File: config.mk
export PLATFORM = sky130hd
export DESIGN_NAME = crc8_framed_packet_builder_top
export DESIGN_NICKNAME = d
export VERILOG_FILES = /design/src/hdl/cfpb_pkg.sv /design/src/hdl/crc8_framed_packet_builder_top.sv /design/src/hdl/cfpb_front.sv /design/src/hdl/cfpb_queue.sv /design/src/hdl/cfpb_back.sv
export VERILOG_INCLUDE_DIRS = /design/src /design/src/hdl
export SDC_FILE = /design/constraint.sdc
export NUM_CORES = 1
export LEC_CHECK = 0
export BUFFER_PORTS_ARGS = -buffer_cell sky130_fd_sc_hd__buf_2
export CAP_MARGIN = 30
export CORE_UTILIZATION = 55
export DETAILED_ROUTE_END_ITERATION = 12
export PLACE_DENSITY = 0.76
export SLEW_MARGIN = 25
export SYNTH_ARGS = -nofsm -noshare
export SYNTH_HDL_FRONTEND = slang
export SYNTH_SLANG_ARGS = --single-unit
File: constraint.sdc
create_clock -name clk -period 2.8 [get_ports clk]
set_input_delay 0.56 -clock clk [delete_from_list [all_inputs] [get_ports clk]]
set_output_delay 0.56 -clock clk [all_outputs]
set_load 0.05 [all_outputs]
File: src/hdl/assert_macros.svh
// Assertion macros shared by the framer RTL.
`ifndef ASSERT_MACROS_SVH
`define ASSERT_MACROS_SVH

// Same-cycle implication, checked on every rising edge outside reset.
`define CFPB_ASSERT_IMP(lbl, ante, cons) \
	lbl: assert property (@(posedge clk) disable iff (!arst_n) (ante) |-> (cons)) \
		else $error("cfpb assertion failed");

// Implication with a delayed consequent.
`define CFPB_ASSERT_IMP2(lbl, ante, cons) \
	lbl: assert property (@(posedge clk) disable iff (!arst_n) (ante) |-> ##2 (cons)) \
		else $error("cfpb delayed assertion failed");

`endif

File: src/hdl/cfpb_pkg.sv
// Types, constants and the CRC-8 step function of the framed packet builder.
`timescale 1ns / 1ps

package cfpb_pkg;

	// Frame format constants.
	localparam logic [7:0] CRC_POLY     = 8'hD5;
	localparam logic [7:0] HEADER_RESET = 8'hCC;
	localparam logic [3:0] MAX_PAYLOAD  = 4'd13;

	// Error codes carried with each result.
	localparam logic [1:0] ERR_NONE     = 2'd0;
	localparam logic [1:0] ERR_TOO_LONG = 2'd1;
	localparam logic [1:0] ERR_OUTSIDE  = 2'd2;

	// Results per item and the job queue between front and back.
	localparam int RES_MAX   = 3;
	localparam int RES_IDX_W = 2;
	localparam int JOB_DEPTH = 4;
	localparam int JOB_PTR_W = $clog2(JOB_DEPTH);
	localparam int JOB_CNT_W = JOB_PTR_W + 1;

	typedef struct packed {
		logic [7:0] byte_value;
		logic       opens_frame;
		logic       closes_frame;
	} in_item_t;

	typedef struct packed {
		logic [7:0] out_byte;
		logic       end_of_run;
		logic       frame_done;
		logic [1:0] error_code;
	} out_item_t;

	// All results caused by one accepted item, with the index of the final one.
	typedef struct packed {
		out_item_t [RES_MAX-1:0] res;
		logic [RES_IDX_W-1:0]    last;
	} job_t;

	// Handshake from front to queue.
	typedef struct packed {
		logic push;
		job_t job;
	} job_wr_t;

	// One byte through the CRC-8, MSB first.
	function automatic logic [7:0] crc8_feed(input logic [7:0] crc, input logic [7:0] b);
		logic [7:0] c;
		c = crc ^ b;
		for (int i = 0; i < 8; i++) begin
			if (c[7]) begin
				c = {c[6:0], 1'b0} ^ CRC_POLY;
			end else begin
				c = {c[6:0], 1'b0};
			end
		end
		return c;
	endfunction

	// CRC after the reset header byte alone.
	localparam logic [7:0] HDR_CRC_RESET = crc8_feed(8'h00, HEADER_RESET);

endpackage

File: src/hdl/crc8_framed_packet_builder_top.sv
// Top level of the CRC-8 framed packet builder.
// An accepted item's first result goes through the job queue, then the output register.
// Throughput: one item per cycle unless the queue is full; the output register moves one result
// per cycle while popped; an item of k results needs k pops; a four-deep queue absorbs bursts.
// Reset: asynchronous, active low; frame state and queues clear, header returns to 0xCC.
`timescale 1ns / 1ps
`include "assert_macros.svh"

module crc8_framed_packet_builder_top (
	input  logic                clk,
	input  logic                arst_n,
	input  logic                push,
	output logic                full,
	input  cfpb_pkg::in_item_t  item,
	output logic                empty,
	input  logic                pop,
	output cfpb_pkg::out_item_t result,
	input  logic                cfg_valid,
	output logic                cfg_ready,
	input  logic [7:0]          cfg_data
);
	import cfpb_pkg::*;

	job_wr_t job_wr;
	job_t    head;
	logic    q_full;
	logic    q_empty;
	logic    rd;
	logic    accept;
	logic    res_err;
	logic    res_clean;

	// The header register may be written in any cycle.
	assign cfg_ready = 1'b1;
	assign full      = q_full;
	assign accept    = push && !q_full;

	cfpb_front u_front (
		.clk      (clk),
		.arst_n   (arst_n),
		.accept   (accept),
		.item     (item),
		.cfg_wr   (cfg_valid && cfg_ready),
		.cfg_data (cfg_data),
		.job_wr   (job_wr)
	);

	cfpb_queue u_queue (
		.clk     (clk),
		.arst_n  (arst_n),
		.job_wr  (job_wr),
		.rd      (rd),
		.head    (head),
		.q_full  (q_full),
		.q_empty (q_empty)
	);

	cfpb_back u_back (
		.clk     (clk),
		.arst_n  (arst_n),
		.head    (head),
		.q_empty (q_empty),
		.rd      (rd),
		.pop     (pop),
		.empty   (empty),
		.result  (result)
	);

	// Terms for the result checks below.
	assign res_err   = !empty && (result.error_code != ERR_NONE);
	assign res_clean = (result.out_byte == 8'h00) && !result.frame_done;

	// An error result carries no byte and never closes a frame.
	`CFPB_ASSERT_IMP(a_err_clean, res_err, res_clean)
	// The closing CRC is always the final result of its item.
	`CFPB_ASSERT_IMP(a_crc_last, !empty && result.frame_done, result.end_of_run)
	// A transfer into an idle block reaches the result side through the job queue and the output register.
	`CFPB_ASSERT_IMP2(a_idle_latency, push && !full && empty && q_empty, !empty)

endmodule

File: src/hdl/cfpb_front.sv
// Front end: accepts items, tracks frame state and turns each item into a job.
`timescale 1ns / 1ps

module cfpb_front (
	input  logic                clk,
	input  logic                arst_n,
	input  logic                accept,
	input  cfpb_pkg::in_item_t  item,
	input  logic                cfg_wr,
	input  logic [7:0]          cfg_data,
	output cfpb_pkg::job_wr_t   job_wr
);
	import cfpb_pkg::*;

	logic [7:0]           header_q;
	logic [7:0]           hdr_crc_q;
	logic [7:0]           crc_q;
	logic [3:0]           count_q;
	logic                 open_q;
	logic [7:0]           crc_upd;
	logic [7:0]           crc_n;
	logic [3:0]           count_n;
	logic                 open_n;
	logic [RES_IDX_W-1:0] n0;
	logic [RES_IDX_W-1:0] last;
	logic                 closing;
	job_t                 job;

	// One CRC step per item that carries a byte; an opening item starts from the stored header CRC.
	assign crc_upd = crc8_feed(item.opens_frame ? hdr_crc_q : crc_q, item.byte_value);

	// Classify the item and build its results.
	always_comb begin
		job     = '0;
		crc_n   = crc_q;
		count_n = count_q;
		open_n  = open_q;
		n0      = RES_IDX_W'(1);
		closing = 1'b0;
		if (item.opens_frame) begin
			job.res[0].out_byte = header_q;
			job.res[1].out_byte = item.byte_value;
			n0      = RES_IDX_W'(2);
			crc_n   = crc_upd;
			count_n = '0;
			open_n  = 1'b1;
			closing = item.closes_frame;
		end else if (!open_q) begin
			job.res[0].error_code = ERR_OUTSIDE;
		end else if (count_q >= MAX_PAYLOAD) begin
			job.res[0].error_code = ERR_TOO_LONG;
			closing = item.closes_frame;
		end else begin
			job.res[0].out_byte = item.byte_value;
			crc_n   = crc_upd;
			count_n = count_q + 4'd1;
			closing = item.closes_frame;
		end
		last = n0 - RES_IDX_W'(1);
		if (closing) begin
			job.res[n0].out_byte   = crc_n;
			job.res[n0].frame_done = 1'b1;
			last    = n0;
			open_n  = 1'b0;
			count_n = '0;
			crc_n   = '0;
		end
		job.res[last].end_of_run = 1'b1;
		job.last = last;
	end

	assign job_wr.push = accept;
	assign job_wr.job  = job;

	// Frame state and header register.
	always_ff @(posedge clk or negedge arst_n) begin
		if (!arst_n) begin
			header_q  <= HEADER_RESET;
			hdr_crc_q <= HDR_CRC_RESET;
			crc_q     <= '0;
			count_q   <= '0;
			open_q    <= 1'b0;
		end else begin
			if (cfg_wr) begin
				header_q  <= cfg_data;
				hdr_crc_q <= crc8_feed(8'h00, cfg_data);
			end
			if (accept) begin
				crc_q   <= crc_n;
				count_q <= count_n;
				open_q  <= open_n;
			end
		end
	end

endmodule

File: src/hdl/cfpb_queue.sv
// Short job queue that decouples the front end from the result emitter.
`timescale 1ns / 1ps

module cfpb_queue (
	input  logic              clk,
	input  logic              arst_n,
	input  cfpb_pkg::job_wr_t job_wr,
	input  logic              rd,
	output cfpb_pkg::job_t    head,
	output logic              q_full,
	output logic              q_empty
);
	import cfpb_pkg::*;

	job_t                 mem_q [JOB_DEPTH];
	logic [JOB_PTR_W-1:0] wr_ptr_q;
	logic [JOB_PTR_W-1:0] rd_ptr_q;
	logic [JOB_CNT_W-1:0] count_q;
	logic                 do_wr;
	logic                 do_rd;

	assign q_full  = (count_q == JOB_CNT_W'(JOB_DEPTH));
	assign q_empty = (count_q == '0);
	assign do_wr   = job_wr.push && !q_full;
	assign do_rd   = rd && !q_empty;
	assign head    = mem_q[rd_ptr_q];

	// Job storage.
	always_ff @(posedge clk) begin
		if (do_wr) begin
			mem_q[wr_ptr_q] <= job_wr.job;
		end
	end

	// Pointers and fill level.
	always_ff @(posedge clk or negedge arst_n) begin
		if (!arst_n) begin
			wr_ptr_q <= '0;
			rd_ptr_q <= '0;
			count_q  <= '0;
		end else begin
			if (do_wr) begin
				wr_ptr_q <= (wr_ptr_q == JOB_PTR_W'(JOB_DEPTH - 1)) ? '0
					: wr_ptr_q + JOB_PTR_W'(1);
			end
			if (do_rd) begin
				rd_ptr_q <= (rd_ptr_q == JOB_PTR_W'(JOB_DEPTH - 1)) ? '0
					: rd_ptr_q + JOB_PTR_W'(1);
			end
			if (do_wr && !do_rd) begin
				count_q <= count_q + JOB_CNT_W'(1);
			end else if (do_rd && !do_wr) begin
				count_q <= count_q - JOB_CNT_W'(1);
			end
		end
	end

endmodule

File: src/hdl/cfpb_back.sv
// Back end: walks the results of the head job into the output register.
`timescale 1ns / 1ps

module cfpb_back (
	input  logic                clk,
	input  logic                arst_n,
	input  cfpb_pkg::job_t      head,
	input  logic                q_empty,
	output logic                rd,
	input  logic                pop,
	output logic                empty,
	output cfpb_pkg::out_item_t result
);
	import cfpb_pkg::*;

	logic [RES_IDX_W-1:0] idx_q;
	logic                 out_valid_q;
	out_item_t            result_q;
	logic                 load;
	logic                 last_res;

	// Load a new result when the output register is free or being taken.
	assign load     = !q_empty && (!out_valid_q || pop);
	assign last_res = (idx_q == head.last);
	assign rd       = load && last_res;
	assign empty    = !out_valid_q;
	assign result   = result_q;

	// Output payload register.
	always_ff @(posedge clk) begin
		if (load) begin
			result_q <= head.res[idx_q];
		end
	end

	// Result index within the head job and output valid flag.
	always_ff @(posedge clk or negedge arst_n) begin
		if (!arst_n) begin
			idx_q       <= '0;
			out_valid_q <= 1'b0;
		end else begin
			if (load) begin
				idx_q       <= last_res ? '0 : idx_q + RES_IDX_W'(1);
				out_valid_q <= 1'b1;
			end else if (pop) begin
				out_valid_q <= 1'b0;
			end
		end
	end

endmodule
# Word level (Yosys, flattened, before mapping)
# Memory sizes are Yosys's and may differ from the RTL's.
# Cells that the tools add are included.
dict set report word_totals {
  memories 1
  wordCells 138
  mem_bits_rw 152
  reg_bits 51
  input_bits 23
  output_inout_bits 15
}
dict set report classes {
  magnitude_cmp 6
  eq_ne 5
  mux 66
  n_reduce_logical 22
  addsub 7
  bitwise 17
}
# memory depth word_bits rd rd_clocked_by_memory_dff write_ports line
set memory_table {}
lappend memory_table {u_queue.mem_q 4 38 1 0 1 cfpb_queue.sv:15} ;# job_t mem_q [JOB_DEPTH];
# op n
set op_table {}
lappend op_table {{$mux W8} 32}
lappend op_table {{$bwmux W36} 3}
lappend op_table {{$not A5 Y5} 16}
lappend op_table {{$demux W12 S2} 3}
lappend op_table {{$mux W36} 1}
lappend op_table {{$bmux W12 S2} 1}
lappend op_table {{$mux W12} 2}
lappend op_table {{$mux W4} 5}
lappend op_table {{$mux W2} 7}
lappend op_table {{$logic_and A1 B1 Y1} 9}
lappend op_table {{$lt A2 B3 Y1 const B} 3}
lappend op_table {{$mux W1} 9}
lappend op_table {{$mux W3} 3}
lappend op_table {{$xor A8 B8 Y8} 1}
lappend op_table {{$add A2 B1 Y2 const B} 3}
lappend op_table {{$reduce_bool A2 Y1} 3}
lappend op_table {{$logic_not A1 Y1} 5}
lappend op_table {{$add A4 B1 Y4 const B} 1}
lappend op_table {{$eq A2 B2 Y1 const B} 2}
lappend op_table {{$ge A2 B1 Y1 const B} 2}
lappend op_table {{$ge A4 B4 Y1 const B} 1}
lappend op_table {{$add A3 B1 Y3 const B} 1}
lappend op_table {{$eq A3 B3 Y1 const B} 1}
lappend op_table {{$logic_not A3 Y1} 1}
lappend op_table {{8 further kinds} 8}

# Logic depth before layout (Yosys ltp)
# Gate-level depths: netlist (run 1).
dict set report logic_depth {
  ltp_word 25
  mapped_depth 10
  ltp_nobuf 9
}

# By module
# From an unflattened synthesis (run 1), not the netlist that was laid out.
dict set report unflattened {
  cells_unflattened 524
  hier_area_um2 8863.5
}
# module seq_area_each_um2 cells_per_inst n_inst area_per_inst_um2
set by_module_without_submodules {}
lappend by_module_without_submodules {cfpb_queue 4739.5 236 1 5918.2}
lappend by_module_without_submodules {cfpb_front 735.7 212 1 2100.8}
lappend by_module_without_submodules {cfpb_back 435.4 73 1 819.5}
lappend by_module_without_submodules {crc8_framed_packet_builder_top 0.0 3 1 25.0}

# Least setup slack after synthesis (run 1)
# Ideal clock, no wire load.
dict set report synth_timing {
  path_kind {register -> register}
  from {register u_queue.count_q[0]}
  to {register u_queue.count_q[1]}
  period_less_slack_ns 3.166
  stages_incl_launch_ff 8
  arrival_time_ns 3.041
  required_ns 2.675
  n_path_buf 1
  path_slack_ns -0.366
  path_cell_list {dfrtp_1 -> nor3b_1 -> nor2b_1 -> clkbuf_1 -> ha_1 -> inv_1 -> fa_1 -> mux2_2}
}
dict set report synth_between {
  elab_cells_between_ends 18
  classes_between {add/sub: 2; eq/ne: 1; mux: 2; reduce/logical: 13}
}
# element line
set synth_lines {}
lappend synth_lines {{start: declaration} cfpb_queue.sv:18} ;# logic [JOB_CNT_W-1:0] count_q;
lappend synth_lines {{start signal: assignment} cfpb_queue.sv:51} ;# count_q <= count_q + JOB_CNT_W'(1);
lappend synth_lines {{start signal: assignment} cfpb_queue.sv:53} ;# count_q <= count_q - JOB_CNT_W'(1);
lappend synth_lines {{$eq A3 B3 Y1 *} cfpb_queue.sv:22} ;# assign q_full = (count_q == JOB_CNT_W'(JOB_DEPTH));
lappend synth_lines {{via full} crc8_framed_packet_builder_top.sv:13} ;# output logic full,
lappend synth_lines {{$logic_not A1 Y1 *} crc8_framed_packet_builder_top.sv:36} ;# assign accept = push && !q_full;
lappend synth_lines {{$logic_and A1 B1 Y1 *} crc8_framed_packet_builder_top.sv:36}
lappend synth_lines {{via accept} crc8_framed_packet_builder_top.sv:29} ;# logic accept;
lappend synth_lines {{$logic_and A1 B1 Y1 *} cfpb_queue.sv:24} ;# assign do_wr = job_wr.push && !q_full;
lappend synth_lines {{$logic_not A1 Y1} cfpb_queue.sv:52} ;# end else if (do_rd && !do_wr) begin
lappend synth_lines {{$logic_and A1 B1 Y1} cfpb_queue.sv:52}
lappend synth_lines {{$reduce_bool A2 Y1 (no source line)} -}
# The timed path passes the listed nets; every way through them passes the cells marked *. The select of a mux whose other input is x is not followed.
# A chain may end at the register's enable or synchronous reset.

# Worst setup path in the final report (run 1)
dict set report layout_timing {
  from {register u_queue.rd_ptr_q[0]}
  to {register u_queue.count_q[2]}
}
dict set report layout_between {
  elab_chain_len 7
  elab_cells_between_ends 9
  classes_between {eq/ne: 1; mux: 1; reduce/logical: 6; memory: 1}
}
# element line
set layout_lines {}
lappend layout_lines {{start: declaration} cfpb_queue.sv:17} ;# logic [JOB_PTR_W-1:0] rd_ptr_q;
lappend layout_lines {{start signal: assignment} cfpb_queue.sv:47} ;# rd_ptr_q <= (rd_ptr_q == JOB_PTR_W'(JOB_DEPTH - 1)) ? '0
lappend layout_lines {{$mem_v2 Z4 W38 *} -}
lappend layout_lines {{$eq A2 B2 Y1 *} cfpb_back.sv:24} ;# assign last_res = (idx_q == head.last);
lappend layout_lines {{$logic_and A1 B1 Y1 *} cfpb_back.sv:25} ;# assign rd = load && last_res;
lappend layout_lines {{$logic_and A1 B1 Y1 *} cfpb_queue.sv:25} ;# assign do_rd = rd && !q_empty;
lappend layout_lines {{$logic_not A1 Y1} cfpb_queue.sv:50} ;# if (do_wr && !do_rd) begin
lappend layout_lines {{$logic_and A1 B1 Y1} cfpb_queue.sv:50}
lappend layout_lines {{$mux W3 / $reduce_bool A2 Y1 (equally long branches)} -}
# Mark *: on every way between the ends. The rest lies on a longest branch, timed or not.

==> impl_metrics.toml, run 1 <==
[placement]
dp_hpwl_mm = 9.236
gp_congestion = 0.8656
numPortBuffers = 36
place_inst = 689

[cells_and_area]
finalNetCount = 567
syn2layout_area_growth_pct = 13.65
layoutNonFillerInstCount = 721
drive_gt1_frac = 0.2881
multi_input_area_mm2 = 0.002390
num_antenna_cells = 0
n_fill_cell = 946
regArea_mm2 = 0.005071

[yosys]
synth_top_cell_by_area = "edfxtp_1"
yosys.area.top_type_share = 0.5343
netlist_area_mm2 = 0.007644
synth_seq_area_share = 0.6633
synth-seq-cells = 175
ys_types = 40
syn_area_per_cell_um2 = 16.06
synth_ff_type = "edfxtp_1"
synth_area_leaders = "edfxtp_1, dfrtp_1, mux4_2, xnor2_1, dfstp_2"
post-synth-top-count-cell = "edfxtp_1"
synth_edf_count = 136
synthCells = 476
synth_common_cells = "edfxtp_1, nand2_1, dfrtp_1, mux4_2, xnor2_1"
yosys_warnings = 0
synthArstFlopShare = 0.2229
mappedNetlistNets = 511

[worst_setup_path]
worstPathMaxFanout = 6
slowest_stage = "mux4_2"
crit_type = "reg -> reg"
end_kind = "flop"
path_common_cell = "xor2_1"
crit_required_ns = 3.15
worstSetupStartpoint = "u_queue.rd_ptr_q[0]"
r2r_start = "u_queue.rd_ptr_q[0]"
cp.arrival_ns = 2.92
slowest_delay_ns = 0.54
crit_chain = "mux4_2, xnor2_1, nand3_1, ha_1, inv_1, fa_1, xor2_1, nor2_1, xor2_1"
reg2reg_depth = 9
crit_path_start_kind = "flop"

[detailed_routing]
dr.pass1.iters = 5
drc = 0
totalWireLength_mm = 14.32
vias_per_cell = 5.699
via_count = 4109
wl_per_cell_um = 19.86
antenna_left = 0
drtIter0Drc = 315

[global_route]
track_usage = 0.2213
grt_pass1_wl_mm = 23.22
antenna_found_initial = 0
grt_max_degree = 40
grt_overflow = 0
grt_pass1_vias = 4300

[pwr]
leakagePower_nw = 3.231
power_density_mw_per_mm2 = 1159
peakVddDrop_uv = 575.6

[job]
max_cap_violations = 0

[die]
ios = 38
die_h_um = 119.9
rows = 42
die_w_um = 119.9
fp.coreArea_mm2 = 0.01340
start_util = 0.5704
dieArea_mm2 = 0.01437

[clocking]
cts-htree-levels = 4
cts_resized = 0
cts_inserted_buffers = 17
cts.clk_slew.worst_paths_ns = 0.06
ctsHoldBuffers = 0
cts_setup_buffers = 0
clock_latency_ns = 0.43
cts-root-buf = "clkbuf_16"
cts.sinks = 175
clock_path_buffers = 2
cts_tree = "done"

[timing]
period_needed_ns = 2.570
fin_tns_setup_ns = 0
hold_viol_final = 0
fmaxAchievable_mhz = 389.1
max-slew-margin-rel = 0.4810
rsz0062_at_grt = "false"
fin_skew_ns = 0.007369
slew_viol_final = 0
fin_crit_sh = 0.9179
worstMarginPinSlew_ns = 0.7703
finalSetupViolations = 0

[hold_path]
min_path_type = "in -> async"

[outcome]
status = "finished, final reports clean"
-- sequential cells by signal, indices dropped and copies added (netlist names) --
register,flops
u_front.header_q,8
u_queue.rd_ptr_q,2
u_queue.wr_ptr_q,2
u_queue.count_q,3
u_front.open_q,1
u_front.crc_q,8
u_back.idx_q,2
u_front.hdr_crc_q,8
u_queue.mem_q,124
u_back.out_valid_q,1
u_back.result,12
u_front.count_q,4
-- stage by stage --
stage               setup WS, ns  power (mW)  hold slack, ns  cell area, um2  utilization
finish                    0.2300       10.07          0.1025            8687       0.6483
global route             0.03544       10.62          0.1478            8687       0.6483
CTS                       0.2047       10.13          0.2884            8685       0.6481
global placement          0.1612       7.752          0.4687            8129       0.6066
floorplan                 0.2018       6.834          0.2644            7652            -
detailed placement       0.09652       7.907          0.4853            8129       0.6066
-- where the power goes --
group	switching, mW	internal (mW)	total, mW
Combinational	2.24	1.55	3.79
Sequential	0.301	3.77	4.07
Clock	0.964	1.25	2.21
Total	3.50	6.57	10.1
-- worst paths after layout --
kind                            slack [ns]                   to
worst max register to register        0.23   u_queue.count_q[2]
worst max-delay path                  0.23   u_queue.count_q[2]
worst min-delay path                  0.10  u_front.header_q[4]
worst min register to register        0.49   u_queue.count_q[2]
max in group asynchronous             2.30  u_queue.rd_ptr_q[0]
min in group clk                      0.35   u_back.out_valid_q
-- worst max-delay path: cells and delay by family, from the launching register on --
| kind | cells | cell delay (ns) |
|---|---|---|
| AND/OR/NAND/NOR | 2 | 0.35 |
| buffers and inverters | 1 | 0.07 |
| flip-flops | 1 | 0.41 |
| multiplexers | 1 | 0.54 |
| adder cells (fa/ha/maj) | 2 | 0.65 |
| XOR/XNOR | 3 | 0.47 |
-- final cells by class --
cell class                 instances  share of cell area
multi-input combinational        258              0.2751
tap                              176             0.02535
clock inverter                    13             0.01296
sequential                       175              0.5838
clock buffer                      19             0.05099
inverter                          20            0.008642
timing repair buffer              60             0.04321
-- cells by family after synthesis --
logic type	synth area share
DFF	0.6633
and+or+nand+nor	0.04502
muxes	0.1401
AOI/OAI and AO/OA	0.04305
xor gates and xnor gates	0.06220
buffers and inverters	0.02521
adders and majority gates	0.02063
other	0.0004906
-- per-layer routing --
| metal | track usage | wire [um] |
|---|---|---|
| met5 | 0 | 0 |
| met4 | 0.06641 | 190 |
| met3 | 0.04848 | 752 |
| met2 | 0.3540 | 6976 |
| met1 | 0.3071 | 6402 |
-- placed cells by master, fill, tap and decap left out, types with 4 or more instances in the layout --
| master | instances |
|---|---|
| xor2_1 | 17 |
| dfstp_2 | 8 |
| dfrtp_1 | 30 |
| o21ai_1 | 10 |
| nand2_1 | 35 |
| o22ai_1 | 8 |
| mux2i_1 | 17 |
| mux4_2 | 31 |
| buf_4 | 24 |
| a32oi_1 | 8 |
| xnor2_1 | 27 |
| clkbuf_16 | 17 |
| buf_2 | 35 |
| nor2_1 | 15 |
| inv_1 | 20 |
| clkinv_2 | 5 |
| xor2_2 | 4 |
| edfxtp_1 | 136 |
| mux2_2 | 18 |
| ha_1 | 11 |
| and2_1 | 8 |
| o21ai_0 | 20 |
(Power assumes the default switching activity.)
==> run 2: changes to the inputs <==
--- a/config.mk
+++ b/config.mk
@@ -10,7 +10,7 @@
 export CAP_MARGIN = 30
 export CORE_UTILIZATION = 55
 export DETAILED_ROUTE_END_ITERATION = 12
-export PLACE_DENSITY = 0.76
+export PLACE_DENSITY_LB_ADDON = 0.25
 export SLEW_MARGIN = 25
 export SYNTH_ARGS = -nofsm -noshare
 export SYNTH_HDL_FRONTEND = slang
==> run 2 against run 1 <==
  * Worst hold slack worse by 0.0026 ns
  * Clock skew up 0.0029 ns
  * Cell area up 0.55%
  * Maximum frequency up 1.2%
  * Register-to-register slack better by 0.03 ns
  * Largest cell class unchanged
  * Highest routed layer unchanged
==> impl_metrics.toml, run 2 (synthesis gave the netlist of run 1 again) <==
[global_route]
grt_pass1_vias = 4196
grt_overflow = 0
grt_pass1_wl_mm = 23.03
track_usage = 0.2229
grt_max_degree = 32
antenna_found_initial = 0

[worst_setup_path]
crit_required_ns = 3.16
end_kind = "flop"
path_common_cell = "xor2_1"
crit_path_start_kind = "flop"
crit_chain = "mux4_2, xnor2_1, nand3_1, ha_1, inv_1, fa_1, xor2_1, nor2_1, xor2_1"
crit_type = "reg -> reg"
slowest_delay_ns = 0.57
cp.arrival_ns = 2.90
slowest_stage = "mux4_2"
worstPathMaxFanout = 5

[die]
rows = 42
die_w_um = 119.9
dieArea_mm2 = 0.01437
ios = 38
die_h_um = 119.9
start_util = 0.5704
fp.coreArea_mm2 = 0.01340

[outcome]
status = "finished, final reports clean"

[timing]
fin_crit_sh = 0.9067
fin_tns_setup_ns = 0
worst_slack_ns = 0.2612
max-slew-margin-rel = 0.4800
fin_skew_ns = 0.01024
period_needed_ns = 2.539
slew_viol_final = 0
fmaxAchievable_mhz = 393.9
hold_viol_final = 0
worstMarginPinSlew_ns = 0.7718
rsz0062_at_grt = "false"
finalSetupViolations = 0

[clocking]
cts-root-buf = "clkbuf_16"
cts_setup_buffers = 0
ctsHoldBuffers = 0
cts-htree-levels = 4
cts.clk_slew.worst_paths_ns = 0.06
cts_inserted_buffers = 17
clock_latency_ns = 0.43
cts.sinks = 175
clock_path_buffers = 2
cts_tree = "done"
cts_resized = 0

[cells_and_area]
num_antenna_cells = 0
drive_gt1_frac = 0.2920
multi_input_area_mm2 = 0.002390
syn2layout_area_growth_pct = 14.27
n_fill_cell = 933
finalNetCount = 570
largest_register_ffs = 124
final_cell_mix = "edfxtp_1, buf_2, nand2_1"
layoutNonFillerInstCount = 724
regArea_mm2 = 0.005071
final_common_cell = "edfxtp_1"
design_area_mm2 = 0.008735
top_register = "u_queue.mem_q"

[pwr]
finalPower_mw = 10.23
leakagePower_nw = 3.252
power_density_mw_per_mm2 = 1171
peakVddDrop_uv = 488.7

[detailed_routing]
via_count = 4072
wl_per_cell_um = 19.46
drc = 0
antenna_left = 0
dr.pass1.iters = 5
drtIter0Drc = 288
vias_per_cell = 5.624
totalWireLength_mm = 14.09

[placement]
dp_slack_ns = 0.1267
place_inst = 692
placed_cell_area_mm2 = 0.008139
numPortBuffers = 36
dp_hpwl_mm = 9.303
gp_congestion = 0.8067

[hold_path]
min_path_type = "in -> async"

[job]
max_cap_violations = 0
[run 2: final timing paths]
kind,startpoint,to,slack (ns),depth (start not counted)
max,u_queue.rd_ptr_q[0],u_queue.count_q[2],0.26,9
min,arst_n,u_front.hdr_crc_q[4],0.1,1
max reg2reg,u_queue.rd_ptr_q[0],u_queue.count_q[2],0.26,9
min reg2reg,u_queue.count_q[2],u_queue.count_q[2],0.49,1
max in group asynchronous,arst_n,u_front.header_q[3],2.10,2
min in group clk,pop,u_back.out_valid_q,0.36,2
[run 2: layout make-up]
cell class | count | share of cell area
well taps | 176 | 0.02521
clock buffers | 17 | 0.04870
multi-input cells | 258 | 0.2736
inverters | 20 | 0.008595
repair buffers | 63 | 0.04383
clock inverters | 15 | 0.01948
flip-flops and latches | 175 | 0.5806
[run 2: power by group]
group / internal, mW / switching [mW] / leakage [nW]
clock: 1.40 / 0.964 / 0.282
sequential: 3.77 / 0.293 / 1.73
combinational: 1.56 / 2.25 / 1.24
total: 6.72 / 3.50 / 3.25
[run 2: per-stage QoR]
step,utilization,hold WS (ns)
after floorplan,-,0.2644
after global placement,0.6074,0.4681
after global routing,0.6518,0.1223
after detailed placement,0.6074,0.4794
final,0.6518,0.09985
after CTS,0.6518,0.09760
[run 2: layer usage]
metal | part of all wire | vias to the layer above | global-route usage
li1 | - | 1894 | -
met1 | 0.45 | 2039 | 0.3044
met2 | 0.48 | 124 | 0.3493
met3 | 0.056 | 15 | 0.05703
met4 | 0.013 | 0 | 0.07969
met5 | 0 | - | 0
[run 2: critical path, delay by kind of cell, from the launching register on]
family,cells,cell delay (ns)
fa+ha+maj,2,0.66
mux,1,0.57
xor+xnor,3,0.46
flops,1,0.44
simple gates,2,0.27
buf+inv,1,0.07
